===== config.mk =====
export PLATFORM = sky130hd
export DESIGN_NAME = dops_acc_mem
export DESIGN_NICKNAME = d
export VERILOG_FILES = /design/src/rtl/dops_pkg.sv /design/src/rtl/dops_acc_mem.sv
export SDC_FILE = /design/constraint.sdc
export NUM_CORES = 1
export LEC_CHECK = 0
export ABC_AREA = 0
export BUFFER_PORTS_ARGS = -buffer_cell sky130_fd_sc_hd__buf_2
export CORE_MARGIN = 8
export CORE_UTILIZATION = 61
export CTS_CLUSTER_SIZE = 25
export DETAILED_ROUTE_END_ITERATION = 12
export PLACE_DENSITY = 0.75
export RECOVER_POWER = 25
export SYNTH_ARGS = -nofsm -noshare
export SYNTH_HDL_FRONTEND = slang
export SYNTH_SLANG_ARGS = --single-unit

===== constraint.sdc =====
create_clock -name i_clk -period 3.85 [get_ports i_clk]
set_input_delay 0 -clock i_clk [delete_from_list [all_inputs] [get_ports i_clk]]
set_output_delay 0 -clock i_clk [all_outputs]
set_load 0.05 [all_outputs]

===== src/rtl/dops_pkg.sv =====
`timescale 1ns / 1ps

package dops_pkg;

    localparam int VEC_LEN_DEF = 16;
    localparam int HEADS_DEF   = 8;
    localparam int LAYERS_DEF  = 4;

    localparam int NUM_DECAY = 4;
    localparam int DEC_IW    = $clog2(NUM_DECAY);
    localparam int CFG_IDX_W = 4;
    localparam logic [15:0] DECAY_RST = 16'hFFFF;

    localparam int WIDE_W    = 50;
    localparam int DEC_SHIFT = 16;
    localparam int KV_SHIFT  = 8;
    localparam int QS_SHIFT  = 12;

    typedef logic signed [15:0]       t_fix16;
    typedef logic signed [31:0]       t_fix32;
    typedef logic signed [WIDE_W-1:0] t_wide;
    typedef logic [15:0]              t_ratio;

    // round to nearest, ties toward plus infinity, then arithmetic shift
    function automatic t_wide f_round_shr(input t_wide x, input int sh);
        t_wide b;
        b = x + (t_wide'(1) <<< (sh - 1));
        return b >>> sh;
    endfunction

    function automatic t_fix32 f_sat32(input t_wide x);
        logic [WIDE_W-32:0] hi;
        hi = x[WIDE_W-1:31];
        if ((&hi) || !(|hi)) begin
            return x[31:0];
        end else if (x[WIDE_W-1]) begin
            return 32'sh8000_0000;
        end else begin
            return 32'sh7FFF_FFFF;
        end
    endfunction

endpackage


===== src/rtl/dops_acc_mem.sv =====
`timescale 1ns / 1ps

module dops_acc_mem #(
    parameter int DEPTH = dops_pkg::VEC_LEN_DEF,
    localparam int AW = $clog2(DEPTH)
) (
    input  logic             i_clk,
    input  logic             i_rst_n,
    input  logic             i_rd_en,
    input  logic [AW-1:0]    i_rd_addr,
    output dops_pkg::t_fix32 o_rd_data,
    input  logic             i_wr_en,
    input  logic [AW-1:0]    i_wr_addr,
    input  dops_pkg::t_fix32 i_wr_data
);
    import dops_pkg::*;

    t_fix32     r_mem [DEPTH];
    logic       r_vld [DEPTH];
    t_fix32     r_rd;
    logic       r_rd_vld;

    always_ff @(posedge i_clk) begin
        if (i_wr_en) begin
            r_mem[i_wr_addr] <= i_wr_data;
        end
        if (i_rd_en) begin
            r_rd <= r_mem[i_rd_addr];
        end
    end

    // entries never written read as zero
    always_ff @(posedge i_clk) begin
        if (!i_rst_n) begin
            for (int i = 0; i < DEPTH; i++) begin
                r_vld[i] <= 1'b0;
            end
            r_rd_vld <= 1'b0;
        end else begin
            if (i_wr_en) begin
                r_vld[i_wr_addr] <= 1'b1;
            end
            if (i_rd_en) begin
                r_rd_vld <= r_vld[i_rd_addr];
            end
        end
    end

    assign o_rd_data = r_rd_vld ? r_rd : '0;

endmodule

==> results.md <==
- Die width: slightly above 200 um
- Top cells by count, synth: edfxtp_1 (544), mux4_2 (162), and2_1 (32)
- Worst-Skew Late Latency: between 0.5 and 0.6 ns
- Power Density: 524 mW/mm^2
- FILL cells: approximately 2000
- Hold Fails Final Rpt: 0
- Initial cell density of the core: between 60 and 70%
- Synth Cell Area: 0.0211 mm^2
- GRT overflow: 0
- # H-tree levels: 2
- CP Launch Type: flop
- Die outline height: between 200 and 250 um
- Worst vdd ir: between 0.4 and 0.5 mV
- CTS Buf Count: 52
- GPL Wtd Cong: 0.731
- WL per Instance: roughly 29 um
- Total number of vias: 9499
- Main synth FF type: edfxtp_1
- WP data arrival: 2.28 ns
- Clk buf depth: 3
- Dpl ws: 1.37 ns
- Setup violators final: 0
- Final antenna-violating net count: 0
- Die area: 0.0408 mm^2
- Worst Setup End Kind: primary output
- Synthesized area per cell: 24.8 um^2
- Ratio of cells with drive above 1 in the final layout: between 30 and 40%
- Clock sink total: around 560
- Multi-input logic area: between 0.004 and 0.005 mm^2
- Post-layout nets: ~1000
- Worst Max-Slew Pin Slew: approximately 1.8 ns
- DRC: 0
- Post-CTS Setup Inserts: 0
- Detailed Routing Iterations Pass 1: 5
- Post-synth EDFFs: approximately 540
- Register cell area after layout: 0.0167 mm^2
- First-pass GRT wire length: approximately 65000 um
- Clock Skew: around 0.015 ns
- Slowest CP cell: dfxtp_1
- Post-synth top area cell: edfxtp_1
- RSZ-0062 raised after global routing: false
- Drt via density: roughly 6.3
- IO buf count: 75
- Core area: about 0.034 mm^2
- Most frequent cell after synthesis: edfxtp_1
- CTS tree: built
- Final worst slack: 1.57 ns
- Cells after DPL: around 1400
- Post-Layout Cell Count: 1498
- Antenna violations before repair: 0
- Synth warnings: 0
- Max frequency: between 0.4 and 0.5 GHz
- CP peak stage delay: roughly 0.82 ns
- Fin crit share: between 50 and 60%
- I/O pin total: between 70 and 80
- Drt initial violations: approximately 900
- Clock-pin slew on the worst setup and hold paths: about 0.060 ns
- Cell variety after synth: 22
- Outcome: finished, violations left
- Largest net degree at the start of global routing: between 60 and 70
- Crit Path Class: flop to primary output
- Failing checks: max-capacitance violations, max-slew violations
- Gr usage total: approximately 22%
- Yosys reg bits: between 500 and 600
- Min cycle time layout: around 2.3 ns
- Row count: just under 70
- Crit Path Max Fanout: 19
- Top cell type's share of synthesized area: between 70 and 80%
- Worst relative slew slack: -17.0%
- Max-cap viol count: 1
- Setup tns final: 0 ns
- Req. time, crit path: 3.85 ns
- Layout area overhead: 14.6%
- Mapped Nets: between 800 and 900
- Diode count: 0
- Max Slew Vio Count: 22
- Post-CTS sizing: 0
- WL final: 43800 um
- Post-synth ARST share: 0%
- Top cells by area, synth: edfxtp_1 (77%), mux4_2 (17%), dfxtp_1 (1.6%)
- Worst-path cell chain: buf_4 > and2_1 > buf_2
- Pleak: around 7.8 nW
- Root Buffer: clkbuf_16
- HPWL after DPL: between 20000 and 25000 um
- Vias in the first global route: 10000
- Hold WC Path Type: input pin to flop
- Seq/Total Area, Yosys: about four fifths
- Hold_buf cts: 33
- Post-Syn Instances: approximately 850
-- area by class of cell --
| type | count | area share (%) |
|---|---|---|
| Inverter | 1 | 0.0155 |
| Timing Repair Buffer | 139 | 3.98 |
| Clock buffer | 71 | 5.84 |
| Sequential cell | 561 | 68.9 |
| Clock inverter | 24 | 1.22 |
| Multi-Input combinational cell | 247 | 17.7 |
| Tap cell | 455 | 2.35 |
-- registers in the layout (all words and copies together), names as in the netlist --
register / count
r_rd: 32
r_rd_vld: 1
r_mem: 512
r_vld: 16
-- kinds of logic (layout without fill, tap and decap cells) --
logic type | Yosys count | count (layout) | synth area share, %
mux | 166 | 166 | 17.5
flops | 561 | 561 | 78.9
simple gates | 61 | 61 | 1.61
compound gates | 20 | 20 | 0.729
buf+inv | 44 | 235 | 1.26
-- where the power goes --
part | internal, mW | total, mW | leakage (nW) | switching (mW)
Sequential | 6.85 | 6.90 | 5.08 | 0.0433
Combinational | 0.281 | 0.643 | 1.85 | 0.363
Clock | 3.04 | 5.14 | 0.826 | 2.11
Total | 10.2 | 12.7 | 7.75 | 2.51
-- cell usage in the layout (no fill, tap or decap), types with 16 or more instances in the layout --
cell type,count
buf_4,30
and2_1,32
clkbuf_1,36
edfxtp_1,544
dlygate4sd3_1,33
dfxtp_1,17
buf_2,52
mux4_2,162
clkbuf_16,53
o21a_1,16
-- final timing paths --
check / start / to / slack [ns] / cells after the start
worst min-delay path: i_rd_addr[1] / r_rd_vld / 0.07 / 2
worst max-delay path: r_rd_vld / o_rd_data[18] / 1.57 / 3
worst min register to register: r_vld[8] / r_vld[8] / 0.46 / 1
worst max register to register: r_mem[11][17] / r_rd[17] / 2.15 / 2
-- per-layer routing --
metal | up-vias | track usage (%) | share of wire [%]
li1 | 3964 | - | -
met1 | 5030 | 28.9 | 39
met2 | 424 | 36.7 | 51
met3 | 81 | 3.11 | 6.6
met4 | 0 | 6.29 | 2.6
met5 | - | 0 | 0
-- metrics by stage --
step / instance area (um^2) / utilization, % / power, mW / hold WS, ns
5_1_grt: 24200 / 70.6 / 13.0 / 0.0985
6_report: 24200 / 70.6 / 12.7 / 0.0734
4_1_cts: 24200 / 70.7 / 12.7 / 0.0546
2_1_floorplan: 21100 / - / 7.41 / 0.0989
3_5_place_dp: 22200 / 64.7 / 7.65 / 0.382
3_3_place_gp: 22200 / 64.7 / 7.63 / 0.372
-- worst max-delay path: cells and delay by family, from the launching register on --
| kind | cells | cell delay, ns |
|---|---|---|
| buf+inv | 2 | 0.68 |
| flops | 1 | 0.82 |
| simple gates | 1 | 0.23 |
Note: power is estimated with default switching activity, not from simulation.
